<file path="config.mk">
export PLATFORM = sky130hd
export DESIGN_NAME = unicode_escape_to_utf8
export DESIGN_NICKNAME = d
export VERILOG_FILES = /design/src/ue8_pkg.sv /design/src/ue8_front.sv /design/src/ue8_queue.sv /design/src/ue8_back.sv /design/src/unicode_escape_to_utf8.sv
export VERILOG_INCLUDE_DIRS = /design/src /design/src/src
export SDC_FILE = /design/constraint.sdc
export NUM_CORES = 1
export LEC_CHECK = 0
export BUFFER_PORTS_ARGS = -buffer_cell sky130_fd_sc_hd__buf_2
export CORE_MARGIN = 2
export CORE_UTILIZATION = 60
export DETAILED_ROUTE_END_ITERATION = 16
export PLACE_DENSITY = 0.82
export SLEW_MARGIN = 15
export SYNTH_ARGS = -nofsm -noshare
export SYNTH_HDL_FRONTEND = slang
export SYNTH_SLANG_ARGS = --single-unit
</file>
<file path="constraint.sdc">
create_clock -name clock -period 8.9 [get_ports clock]
set_clock_uncertainty 0.15 [all_clocks]
set_input_delay 1.335 -clock clock [delete_from_list [all_inputs] [get_ports clock]]
set_output_delay 1.335 -clock clock [all_outputs]
set_load 0.02 [all_outputs]
</file>
<file path="src/unicode_escape_to_utf8_defines.svh">
// Assertion macros used by the escape decoder top level.
`ifndef UNICODE_ESCAPE_TO_UTF8_DEFINES_SVH
`define UNICODE_ESCAPE_TO_UTF8_DEFINES_SVH

// The consequent must hold in the same cycle as the antecedent.
`define UE8_ASSERT_SAME(label, clk, rst, ante, cons, msg) \
   label: assert property (@(posedge clk) disable iff (rst) (ante) |-> (cons)) \
      else $error(msg);

// The consequent must hold in the cycle after the antecedent.
`define UE8_ASSERT_NEXT(label, clk, rst, ante, cons, msg) \
   label: assert property (@(posedge clk) disable iff (rst) (ante) |=> (cons)) \
      else $error(msg);

`endif

</file>
<file path="src/ue8_pkg.sv">
// Types and constants shared by the escape decoder modules.
`timescale 1ns / 1ps

package ue8_pkg;

   localparam int MAX_RESULTS = 5;
   localparam int QUEUE_DEPTH = 4;

   localparam logic [7:0] BSLASH   = 8'h5C;
   localparam logic [7:0] LETTER_U = 8'h75;

   localparam logic [15:0] ONE_BYTE_MAX = 16'h007F;
   localparam logic [15:0] TWO_BYTE_MAX = 16'h07FF;
   localparam logic [7:0]  UTF8_LEAD2   = 8'hC0;
   localparam logic [7:0]  UTF8_LEAD3   = 8'hE0;
   localparam logic [7:0]  UTF8_CONT    = 8'h80;

   typedef struct packed {
      logic [7:0] in_byte;
      logic       in_last;
   } req_type;

   typedef struct packed {
      logic [7:0] out_byte;
      logic       out_last;
   } rsp_type;

   // Group of output bytes produced by one input transfer.
   typedef struct packed {
      logic [2:0]                   count;
      logic                         last;
      logic [MAX_RESULTS-1:0][7:0]  bytes;
   } rec_type;

   typedef struct packed {
      logic escape_idle;
   } front_status_type;

endpackage

</file>
<file path="src/ue8_front.sv">
// Front end: tracks escape sequences and turns each input byte into a byte group.
`timescale 1ns / 1ps

module ue8_front (
   input  logic                      clock,
   input  logic                      reset,
   input  logic                      accept,
   input  ue8_pkg::req_type          req,
   output ue8_pkg::rec_type          rec,
   output logic                      rec_push,
   output ue8_pkg::front_status_type status
);
   import ue8_pkg::*;

   typedef enum logic [5:0] {
      PH_IDLE = 6'b000001,
      PH_BSL  = 6'b000010,
      PH_U    = 6'b000100,
      PH_H1   = 6'b001000,
      PH_H2   = 6'b010000,
      PH_H3   = 6'b100000
   } phase_type;

   phase_type        phase_ff, phase_in;
   logic [2:0][7:0]  pend_ff, pend_in;
   logic [15:0]      code_ff, code_in;
   logic             run_ff, run_in;
   rec_type          rec_c;
   logic [4:0]       hex_c;
   logic [15:0]      ext_c;

   // Returns {is_hex, digit}.
   function automatic logic [4:0] hex_decode(logic [7:0] b);
      logic [7:0] t;
      logic [4:0] r;
      t = 8'h00;
      r = 5'b0;
      if (b inside {[8'h30:8'h39]}) begin
         r = {1'b1, b[3:0]};
      end else if (b inside {[8'h61:8'h66]}) begin
         t = b - 8'h57;
         r = {1'b1, t[3:0]};
      end else if (b inside {[8'h41:8'h46]}) begin
         t = b - 8'h37;
         r = {1'b1, t[3:0]};
      end
      return r;
   endfunction

   function automatic rec_type append(rec_type r, logic [7:0] b);
      rec_type o;
      o = r;
      if (o.count < 3'(MAX_RESULTS)) begin
         o.bytes[o.count] = b;
         o.count          = o.count + 3'd1;
      end
      return o;
   endfunction

   assign hex_c = hex_decode(req.in_byte);
   // The hex run only grows while it is unbroken.
   assign ext_c = (run_ff && hex_c[4]) ? {code_ff[11:0], hex_c[3:0]} : code_ff;

   always_comb begin
      phase_in = phase_ff;
      pend_in  = pend_ff;
      code_in  = code_ff;
      run_in   = run_ff;
      rec_c    = '0;
      rec_c.last = req.in_last;

      case (phase_ff)
         PH_BSL: begin
            if (req.in_byte == LETTER_U) begin
               phase_in = PH_U;
            end else begin
               rec_c = append(rec_c, BSLASH);
               if (req.in_byte == BSLASH) begin
                  phase_in = PH_BSL;
               end else begin
                  rec_c    = append(rec_c, req.in_byte);
                  phase_in = PH_IDLE;
               end
            end
         end
         PH_U: begin
            if (hex_c[4]) begin
               pend_in[0] = req.in_byte;
               code_in    = {12'h000, hex_c[3:0]};
               run_in     = 1'b1;
               phase_in   = PH_H1;
            end else begin
               rec_c = append(rec_c, BSLASH);
               rec_c = append(rec_c, LETTER_U);
               if (req.in_byte == BSLASH) begin
                  phase_in = PH_BSL;
               end else begin
                  rec_c    = append(rec_c, req.in_byte);
                  phase_in = PH_IDLE;
               end
            end
         end
         PH_H1: begin
            pend_in[1] = req.in_byte;
            code_in    = ext_c;
            run_in     = run_ff & hex_c[4];
            phase_in   = PH_H2;
         end
         PH_H2: begin
            pend_in[2] = req.in_byte;
            code_in    = ext_c;
            run_in     = run_ff & hex_c[4];
            phase_in   = PH_H3;
         end
         PH_H3: begin
            if (ext_c <= ONE_BYTE_MAX) begin
               rec_c = append(rec_c, ext_c[7:0]);
            end else if (ext_c <= TWO_BYTE_MAX) begin
               rec_c = append(rec_c, UTF8_LEAD2 | {3'b000, ext_c[10:6]});
               rec_c = append(rec_c, UTF8_CONT | {2'b00, ext_c[5:0]});
            end else begin
               rec_c = append(rec_c, UTF8_LEAD3 | {4'h0, ext_c[15:12]});
               rec_c = append(rec_c, UTF8_CONT | {2'b00, ext_c[11:6]});
               rec_c = append(rec_c, UTF8_CONT | {2'b00, ext_c[5:0]});
            end
            phase_in = PH_IDLE;
            code_in  = 16'h0000;
            run_in   = 1'b0;
         end
         default: begin
            if (req.in_byte == BSLASH) begin
               phase_in = PH_BSL;
            end else begin
               rec_c    = append(rec_c, req.in_byte);
               phase_in = PH_IDLE;
            end
         end
      endcase

      // At the end of a string, whatever is still held goes out literally.
      if (req.in_last) begin
         case (phase_in)
            PH_BSL: begin
               rec_c = append(rec_c, BSLASH);
            end
            PH_U: begin
               rec_c = append(rec_c, BSLASH);
               rec_c = append(rec_c, LETTER_U);
            end
            PH_H1: begin
               rec_c = append(rec_c, BSLASH);
               rec_c = append(rec_c, LETTER_U);
               rec_c = append(rec_c, pend_in[0]);
            end
            PH_H2: begin
               rec_c = append(rec_c, BSLASH);
               rec_c = append(rec_c, LETTER_U);
               rec_c = append(rec_c, pend_in[0]);
               rec_c = append(rec_c, pend_in[1]);
            end
            PH_H3: begin
               rec_c = append(rec_c, BSLASH);
               rec_c = append(rec_c, LETTER_U);
               rec_c = append(rec_c, pend_in[0]);
               rec_c = append(rec_c, pend_in[1]);
               rec_c = append(rec_c, pend_in[2]);
            end
            default: begin
            end
         endcase
         phase_in = PH_IDLE;
         code_in  = 16'h0000;
         run_in   = 1'b0;
      end
   end

   always_ff @(posedge clock) begin
      if (reset) begin
         phase_ff <= PH_IDLE;
         code_ff  <= 16'h0000;
         run_ff   <= 1'b0;
      end else if (accept) begin
         phase_ff <= phase_in;
         code_ff  <= code_in;
         run_ff   <= run_in;
      end
   end

   always_ff @(posedge clock) begin
      if (accept) begin
         pend_ff <= pend_in;
      end
   end

   assign rec                = rec_c;
   assign rec_push           = accept && (rec_c.count != 3'd0);
   assign status.escape_idle = (phase_ff == PH_IDLE);

endmodule

</file>
<file path="src/ue8_queue.sv">
// Small queue of byte groups between the front end and the serializer.
`timescale 1ns / 1ps

module ue8_queue #(
   parameter int Depth = ue8_pkg::QUEUE_DEPTH
) (
   input  logic             clock,
   input  logic             reset,
   input  logic             push,
   input  ue8_pkg::rec_type push_data,
   output logic             full,
   input  logic             pop,
   output ue8_pkg::rec_type pop_data,
   output logic             empty
);
   import ue8_pkg::*;

   localparam int PtrW = (Depth > 1) ? $clog2(Depth) : 1;
   localparam int CntW = $clog2(Depth + 1);

   rec_type             slots_ff [Depth];
   logic [PtrW-1:0]     wr_ptr_ff, wr_ptr_in;
   logic [PtrW-1:0]     rd_ptr_ff, rd_ptr_in;
   logic [CntW-1:0]     count_ff, count_in;
   logic                do_push, do_pop;

   function automatic logic [PtrW-1:0] bump(logic [PtrW-1:0] p);
      return (p == PtrW'(Depth - 1)) ? '0 : p + 1'b1;
   endfunction

   assign full     = (count_ff == CntW'(Depth));
   assign empty    = (count_ff == '0);
   assign do_push  = push && !full;
   assign do_pop   = pop && !empty;
   assign pop_data = slots_ff[rd_ptr_ff];

   always_comb begin
      wr_ptr_in = do_push ? bump(wr_ptr_ff) : wr_ptr_ff;
      rd_ptr_in = do_pop ? bump(rd_ptr_ff) : rd_ptr_ff;
      count_in  = count_ff;
      if (do_push && !do_pop) begin
         count_in = count_ff + 1'b1;
      end else if (do_pop && !do_push) begin
         count_in = count_ff - 1'b1;
      end
   end

   always_ff @(posedge clock) begin
      if (reset) begin
         wr_ptr_ff <= '0;
         rd_ptr_ff <= '0;
         count_ff  <= '0;
      end else begin
         wr_ptr_ff <= wr_ptr_in;
         rd_ptr_ff <= rd_ptr_in;
         count_ff  <= count_in;
      end
   end

   always_ff @(posedge clock) begin
      if (do_push) begin
         slots_ff[wr_ptr_ff] <= push_data;
      end
   end

endmodule

</file>
<file path="src/ue8_back.sv">
// Back end: walks each byte group and feeds the output register one byte a cycle while it is empty or popped.
`timescale 1ns / 1ps

module ue8_back (
   input  logic             clock,
   input  logic             reset,
   input  ue8_pkg::rec_type rec,
   input  logic             rec_valid,
   output logic             rec_pop,
   output ue8_pkg::rsp_type rsp,
   output logic             rsp_empty,
   input  logic             rsp_pop
);
   import ue8_pkg::*;

   logic [2:0] idx_ff, idx_in;
   logic       valid_ff, valid_in;
   rsp_type    rsp_ff, rsp_in;
   logic       load;
   logic       at_end;

   assign load   = rec_valid && (!valid_ff || rsp_pop);
   assign at_end = (idx_ff == rec.count - 3'd1);

   always_comb begin
      idx_in   = idx_ff;
      valid_in = valid_ff;
      rsp_in   = rsp_ff;
      if (load) begin
         rsp_in.out_byte = rec.bytes[idx_ff];
         rsp_in.out_last = rec.last && at_end;
         valid_in        = 1'b1;
         idx_in          = at_end ? 3'd0 : idx_ff + 3'd1;
      end else if (rsp_pop) begin
         valid_in = 1'b0;
      end
   end

   always_ff @(posedge clock) begin
      if (reset) begin
         idx_ff   <= 3'd0;
         valid_ff <= 1'b0;
      end else begin
         idx_ff   <= idx_in;
         valid_ff <= valid_in;
      end
   end

   always_ff @(posedge clock) begin
      rsp_ff <= rsp_in;
   end

   assign rec_pop   = load && at_end;
   assign rsp       = rsp_ff;
   assign rsp_empty = !valid_ff;

endmodule

</file>
<file path="src/unicode_escape_to_utf8.sv">
// Top level of the backslash-u escape to UTF-8 stream decoder.
`timescale 1ns / 1ps
`include "unicode_escape_to_utf8_defines.svh"

// The block decodes a string stream one byte at a time. Input bytes arrive on
// the req_ side as a queue: a transfer happens at a clock edge where req_push
// is high and req_full is low, and req_data.in_last marks the final byte of a
// string. Decoded UTF-8 bytes leave on the rsp_ side: while rsp_empty is low
// the oldest byte sits on rsp_data, and a transfer happens when rsp_pop is high.
// A front end tracks escapes and turns each input byte into a group of zero to
// five output bytes, a short queue of groups follows, and a serializer hands
// out one byte per cycle through an output register whenever that register is
// empty or being popped. One input byte is taken every cycle while the group
// queue has room. The first output byte of a group passes through the group
// queue and then the output register before it reaches rsp_data. The output
// side moves one byte per cycle while rsp_pop is high; the group queue depth
// sets how many groups input can still push while output is stalled. When
// rsp_pop stays low, the output register holds, the queue fills and req_full
// rises. Synchronous reset empties the queue and the output register and drops
// any escape in progress.

module unicode_escape_to_utf8 #(
   parameter int QueueDepth = ue8_pkg::QUEUE_DEPTH
) (
   input  logic             clock,
   input  logic             reset,
   input  logic             req_push,
   output logic             req_full,
   input  ue8_pkg::req_type req_data,
   output logic             rsp_empty,
   input  logic             rsp_pop,
   output ue8_pkg::rsp_type rsp_data
);
   import ue8_pkg::*;

   logic             fire;
   rec_type          front_rec;
   logic             q_push;
   logic             q_full;
   rec_type          q_head;
   logic             q_empty;
   logic             q_pop;
   front_status_type front_status;

   // An input transfer is taken whenever the group queue has room.
   assign fire     = req_push && !q_full;
   assign req_full = q_full;

   ue8_front u_front (
      .clock    (clock),
      .reset    (reset),
      .accept   (fire),
      .req      (req_data),
      .rec      (front_rec),
      .rec_push (q_push),
      .status   (front_status)
   );

   ue8_queue #(
      .Depth (QueueDepth)
   ) u_queue (
      .clock     (clock),
      .reset     (reset),
      .push      (q_push),
      .push_data (front_rec),
      .full      (q_full),
      .pop       (q_pop),
      .pop_data  (q_head),
      .empty     (q_empty)
   );

   ue8_back u_back (
      .clock     (clock),
      .reset     (reset),
      .rec       (q_head),
      .rec_valid (!q_empty),
      .rec_pop   (q_pop),
      .rsp       (rsp_data),
      .rsp_empty (rsp_empty),
      .rsp_pop   (rsp_pop)
   );

   // The end of a string always flushes the escape tracker.
   `UE8_ASSERT_NEXT(a_last_clears_escape, clock, reset, fire && req_data.in_last,
                    front_status.escape_idle, "escape still pending after last byte")
   // The end of a string always yields at least one output byte.
   `UE8_ASSERT_SAME(a_last_pushes_group, clock, reset, fire && req_data.in_last,
                    q_push, "last byte produced no output group")
   // The serializer never retires a group that is not there.
   `UE8_ASSERT_SAME(a_pop_needs_group, clock, reset, q_pop, !q_empty,
                    "group retired from empty queue")

endmodule
</file>
# == Word level (Yosys, flattened, before mapping) ==
# Memories as Yosys holds them, arrays and structs flattened. A register that Yosys moved wholly into a read port is not among the register bits.
# Cells that the tools add are included.
# totals
elab_cells,369
output_inout_bits,11
memories,1
ff_bits,67
latch_bits,0
rom_bits,0
mem_bits_rw,176
# op_classes
n_lt_le_gt_ge,60
n_eq_ne,17
n_mul,0
n_bitwise,19
n_mux,191
shifts,0
reduce_logical,43
div_mod_pow,0
add_sub_neg,25
# mem_list
name,depth,word_bits,read_ports,rd_ports_with_merged_regs,write_ports,line_no,text
u_queue.slots_ff,4,44,1,1,1,ue8_queue.sv:21,rec_type slots_ff [Depth];
# op_table
op,count
$mux 40,42
$bwmux 40,11
$demux 8 s3,17
$mux 44,7
$mux 8,32
$pmux 44 s5,1
$pmux 44 s4,1
$mux 3,55
$or 25x25->25,4
$not 15->15,5
$lt 3x4->1 const B,18
$and 15x15->15,4
$add 3x1->3 const B,19
$ge 3x1->1 const B,17
$lt 3x3->1 const B,17
$mux 16,3
$pmux 16 s3,1
$mux 42,1
$logic_and 1x1->1,30
$pmux 6 s5,1
$or 5x25->25,1
$bmux 8 s3,1
$and 20x20->20,1
$not 20->20,1
other kinds (35),65

# == Longest topological paths before layout ==
# logic_depth
depth_word,57
mapped_depth,26
ltp_nobuf,22

# == Cells and area by module ==
# From an unflattened synthesis, not the netlist that was laid out.
# unflattened
cells_unflattened,943
area_unflattened_um2,11911.4
# by_module_without_submodules
module,cells_each,area_per_inst_um2,seq_area_each_um2,instances
ue8_queue,280,6852.8,5465.2,1
ue8_front,585,4195.3,940.9,1
ue8_back,76,845.8,350.3,1
unicode_escape_to_utf8,2,17.5,0.0,1

# == Worst setup path before layout ==
# OpenSTA, ideal clock, no wires.
# synth_path
path_kind,input -> register
start,input req_data[2] in the netlist's numbering
end,"memory u_queue.slots_ff[0][0] in the netlist's numbering, enable pin"
path_stages,20
slack_ns,1.784
setup_time_ns,0.406
arrival_ns,6.560
path_buffers,4
path_cell_list,clkbuf_1 inv_1 ha_1 nor3b_1 a311o_1 o211ai_1 o211ai_1 and2_0 clkbuf_1 ha_1 clkbuf_1 inv_1 ha_1 clkbuf_1 nor3_1 a2bb2oi_1 o221ai_1 a2bb2oi_2 o21a_1 and2_1
# synth_lines
item,line_no,text
"start, declared",unicode_escape_to_utf8.sv:29,"input ue8_pkg::req_type req_data,"
"end, declared",ue8_queue.sv:21,

==> out/metrics.cfg <==
[synth]
async_flop_share_pct = 0
synth-seq-cells = 237
synthMostInstantiatedCell = sky130_fd_sc_hd__edfxtp_1
count_of_flip_flops_with_a_built_in_enable_after_synthesis = 201
postSynthNetCount = 1143
synthTopCellsByArea = sky130_fd_sc_hd__edfxtp_1 47%, sky130_fd_sc_hd__mux4_2 9.4%, sky130_fd_sc_hd__dfxtp_1 5.7%
synth-warning-count = 0
synth_area_um2 = 12700
synth_common_cells = 201 x sky130_fd_sc_hd__edfxtp_1, 98 x sky130_fd_sc_hd__nor2_1, 85 x sky130_fd_sc_hd__a21oi_1
synth.yosys.seq_area_share_pct = 53.2
synthDominantCellAreaShare_pct = 47.5
syn_inst_count = 1105
synth.distinct_cells = 82
synthDominantAreaCellType = sky130_fd_sc_hd__edfxtp_1
yosys_most_used_dff = sky130_fd_sc_hd__edfxtp_1
synth_area_per_cell_um2 = 11.5

[route]
drt_pass1_iterations = 6
drt-initial-drc-count = 1352
vias_per_cell = 7.21
route.detailed.drc = 0
postRouteWirelength_um = 40200
wire_per_inst_um = 28.9
remaining_antenna_violation_count = 0
vias = 10045

[global_route]
groute.usage.overall_pct = 36.6
number_of_antenna_violations_at_the_first_check_in_global_routing = 0
globalRouteOverflowTotal = 0
grt_first_pass_wirelength_um = 60400
grt_pass1_vias = 9762
pin_count_of_the_biggest_net_entering_global_routing = 45

[floorplan]
ios = 24
row_count = 53
initial_core_utilization_pct = 60.9
core-area_um2 = 20900
area_of_the_die_um2 = 22400
floorplan.die.height_um = 150
die_w_um = 150

[clock_tree]
post_cts_repair_setup_buffers = 0
cts.path.max_buffers = 3
clock-sinks = 237
clock_latency_ns = 0.53
cts-hold-fix-buffers = 0
root_buffer_cell = sky130_fd_sc_hd__clkbuf_16
clk_transition_reported_paths_ns = 0.06
tritoncts.num_buffers = 23
cts_max_level = 1
post_cts_resize_count = 0
clock_tree_from_tritoncts = done

[sta]
timing_worst_slew_pin_value_ns = 1.04
max_freq_mhz = 134
final.period_utilization_pct = 84.0
fin_hold_viols = 0
grt_setup_unrepaired = false
relSlewSlack_pct = 30.8
tns_ns = 0
final_period_minus_worst_setup_slack_ns = 7.48
finalSetupViolations = 0
finalMaxSlewViolations = 0

[critical_path]
crit_required_ns = 9.21
start_kind = primary input
worst-path-buf-inv = 3
critical_path_peak_fanout = 14
cp_data_arrival_time_ns = 7.78
path_delay_family = compound AO/OA/AOI/OAI gates
critical-path-top-cell-by-count = sky130_fd_sc_hd__ha_1
worstSetupEndpointType = flip-flop
crit_slowest_cell = sky130_fd_sc_hd__and2_0
cp_slowest_stage_delay_ns = 0.58
series_of_cell_instances_along_the_critical_path = buf_2, clkinv_1, ha_1, nor3b_1, a311o_1, o211ai_1, o211ai_1, and2_0, ha_1, nand2_1, nand3_1, nand2_1, a2bb2oi_1, o221ai_1, a2bb2oi_2, o21a_1, ha_1, inv_1, fa_1, xor2_1, or3_1, a21oi_1
crit_type = primary input to flip-flop

[status]
status = completed

[cells_and_area]
post-route-cell-area_um2 = 13900
syn_to_final_growth_pct = 9.06
area_taken_by_multi_input_logic_gates_um2 = 5480
register_area_um2 = 6760
final_antenna_diode_count = 0
fillers = 1510
layout-drive-gt1-share_pct = 14.3
total_number_of_nets_in_the_final_design = 1141

[place]
post_dp_cell_area_um2 = 13100
buffer_ports.inserted = 23
gp_congestion = 1.02
hpwlAfterDp_um = 27900

[power_and_ir_drop]
max-vdd-ir-drop_mv = 0.137
totalPowerFinal_mw = 3.12
p_leak_nw = 4.82
power.density_nw_per_um2 = 225

[hold_path]
worst_hold_path_type = flip-flop to flip-flop

[job]
max_cap_viol_count = 0

-- worst min-delay path: cells and delay by family (launching register included) --
kind / cells / cell delay [ns]
compound gates: 1 / 0.05
flops: 1 / 0.33
simple gates: 1 / 0.06
-- worst paths after layout --
path,startpoint,endpoint,slack (ns),cells after the start
worst min-delay path,u_back.valid_ff,u_back.valid_ff,0.33,2
worst min register to register,u_back.valid_ff,u_back.valid_ff,0.33,2
worst max-delay path,req_data[1],u_queue.count_ff[2],1.42,22
worst max register to register,u_front.phase_ff[1],u_queue.count_ff[2],2.48,20
-- placed cells by master (no fill, tap or decap), types with 6 or more instances in the layout --
| master | synthesis | routed |
|---|---|---|
| sky130_fd_sc_hd__inv_1 | 52 | 52 |
| sky130_fd_sc_hd__nor2_1 | 98 | 98 |
| sky130_fd_sc_hd__nor4_1 | 8 | 7 |
| sky130_fd_sc_hd__mux4_2 | 53 | 53 |
| sky130_fd_sc_hd__xor2_1 | 7 | 7 |
| sky130_fd_sc_hd__a32oi_1 | 6 | 6 |
| sky130_fd_sc_hd__buf_2 | 1 | 23 |
| sky130_fd_sc_hd__and2_1 | 13 | 9 |
| sky130_fd_sc_hd__clkbuf_16 | 0 | 23 |
| sky130_fd_sc_hd__dfxtp_1 | 36 | 34 |
| sky130_fd_sc_hd__o31ai_1 | 8 | 8 |
| sky130_fd_sc_hd__o22ai_1 | 20 | 20 |
| sky130_fd_sc_hd__nand2b_1 | 9 | 9 |
| sky130_fd_sc_hd__nand2_1 | 78 | 78 |
| sky130_fd_sc_hd__a31oi_1 | 16 | 16 |
| sky130_fd_sc_hd__mux2i_1 | 18 | 18 |
| sky130_fd_sc_hd__o211ai_1 | 16 | 16 |
| sky130_fd_sc_hd__a22oi_1 | 20 | 20 |
| sky130_fd_sc_hd__buf_4 | 0 | 27 |
| sky130_fd_sc_hd__nor3_1 | 33 | 33 |
| sky130_fd_sc_hd__a21o_1 | 8 | 8 |
| sky130_fd_sc_hd__a21oi_1 | 85 | 85 |
| sky130_fd_sc_hd__o221ai_1 | 7 | 7 |
| sky130_fd_sc_hd__nand3_1 | 17 | 17 |
| sky130_fd_sc_hd__a211oi_1 | 17 | 17 |
| sky130_fd_sc_hd__o21ai_0 | 54 | 53 |
| sky130_fd_sc_hd__edfxtp_1 | 201 | 201 |
| sky130_fd_sc_hd__o21a_1 | 10 | 10 |
| sky130_fd_sc_hd__ha_1 | 24 | 24 |
-- registers in the layout (all words and copies together) (netlist names), 2 cells and up, named ones only --
register	flops
u_queue.slots_ff	176
u_front.code_ff	16
u_front.pend_ff	16
u_back.rsp	9
u_front.phase_ff	6
u_back.idx_ff	3
u_queue.count_ff	3
u_queue.rd_ptr_ff	2
u_queue.wr_ptr_ff	2
-- cells by family after synthesis --
| logic type | Yosys count | share of synthesized area, % |
|---|---|---|
| buffers and inverters | 130 | 3.85 |
| XOR/XNOR | 12 | 0.827 |
| AO/OA/AOI/OAI | 334 | 17.7 |
| flip-flops | 237 | 53.2 |
| adder cells (fa/ha/maj) | 25 | 2.52 |
| multiplexers | 74 | 11.1 |
| AND/OR/NAND/NOR | 293 | 10.8 |
-- per-layer routing --
metal | wire length (um) | share of wire (%) | up-vias | global-route usage, %
li1 | - | - | 4295 | -
met2 | 18700 | 47 | 689 | 57.4
met3 | 3820 | 9.5 | 145 | 5.58
met5 | 0 | 0 | - | 0
met1 | 15500 | 39 | 4916 | 50.1
met4 | 2160 | 5.4 | 0 | 18.3
-- where the power goes --
group / total, mW / switching, mW / internal, mW
registers: 1.43 / 0.0725 / 1.36
logic: 0.689 / 0.396 / 0.292
clock network: 0.995 / 0.411 / 0.584
total: 3.12 / 0.880 / 2.24
-- area by class of cell --
cell class	count	area share [%]
flip-flops and latches	237	48.8
multi-input cells	738	39.5
clock buffers	28	4.50
well taps	275	2.48
repair buffers	50	2.29
inverters	53	1.44
clock inverters	12	0.993
-- metrics by stage --
| stage | utilization, % | std cells | hold WS (ns) | setup WS (ns) |
|---|---|---|---|---|
| global route | 66.4 | 1393 | 0.366 | 0.922 |
| finish | 66.4 | 1393 | 0.333 | 1.42 |
| floorplan | - | 1105 | 0.295 | 1.78 |
| detailed placement | 62.7 | 1353 | 0.320 | 1.05 |
| CTS | 66.4 | 1393 | 0.330 | 1.62 |
| global placement | 62.7 | 1353 | 0.307 | 1.21 |
Note: power is estimated with default switching activity, not from simulation.
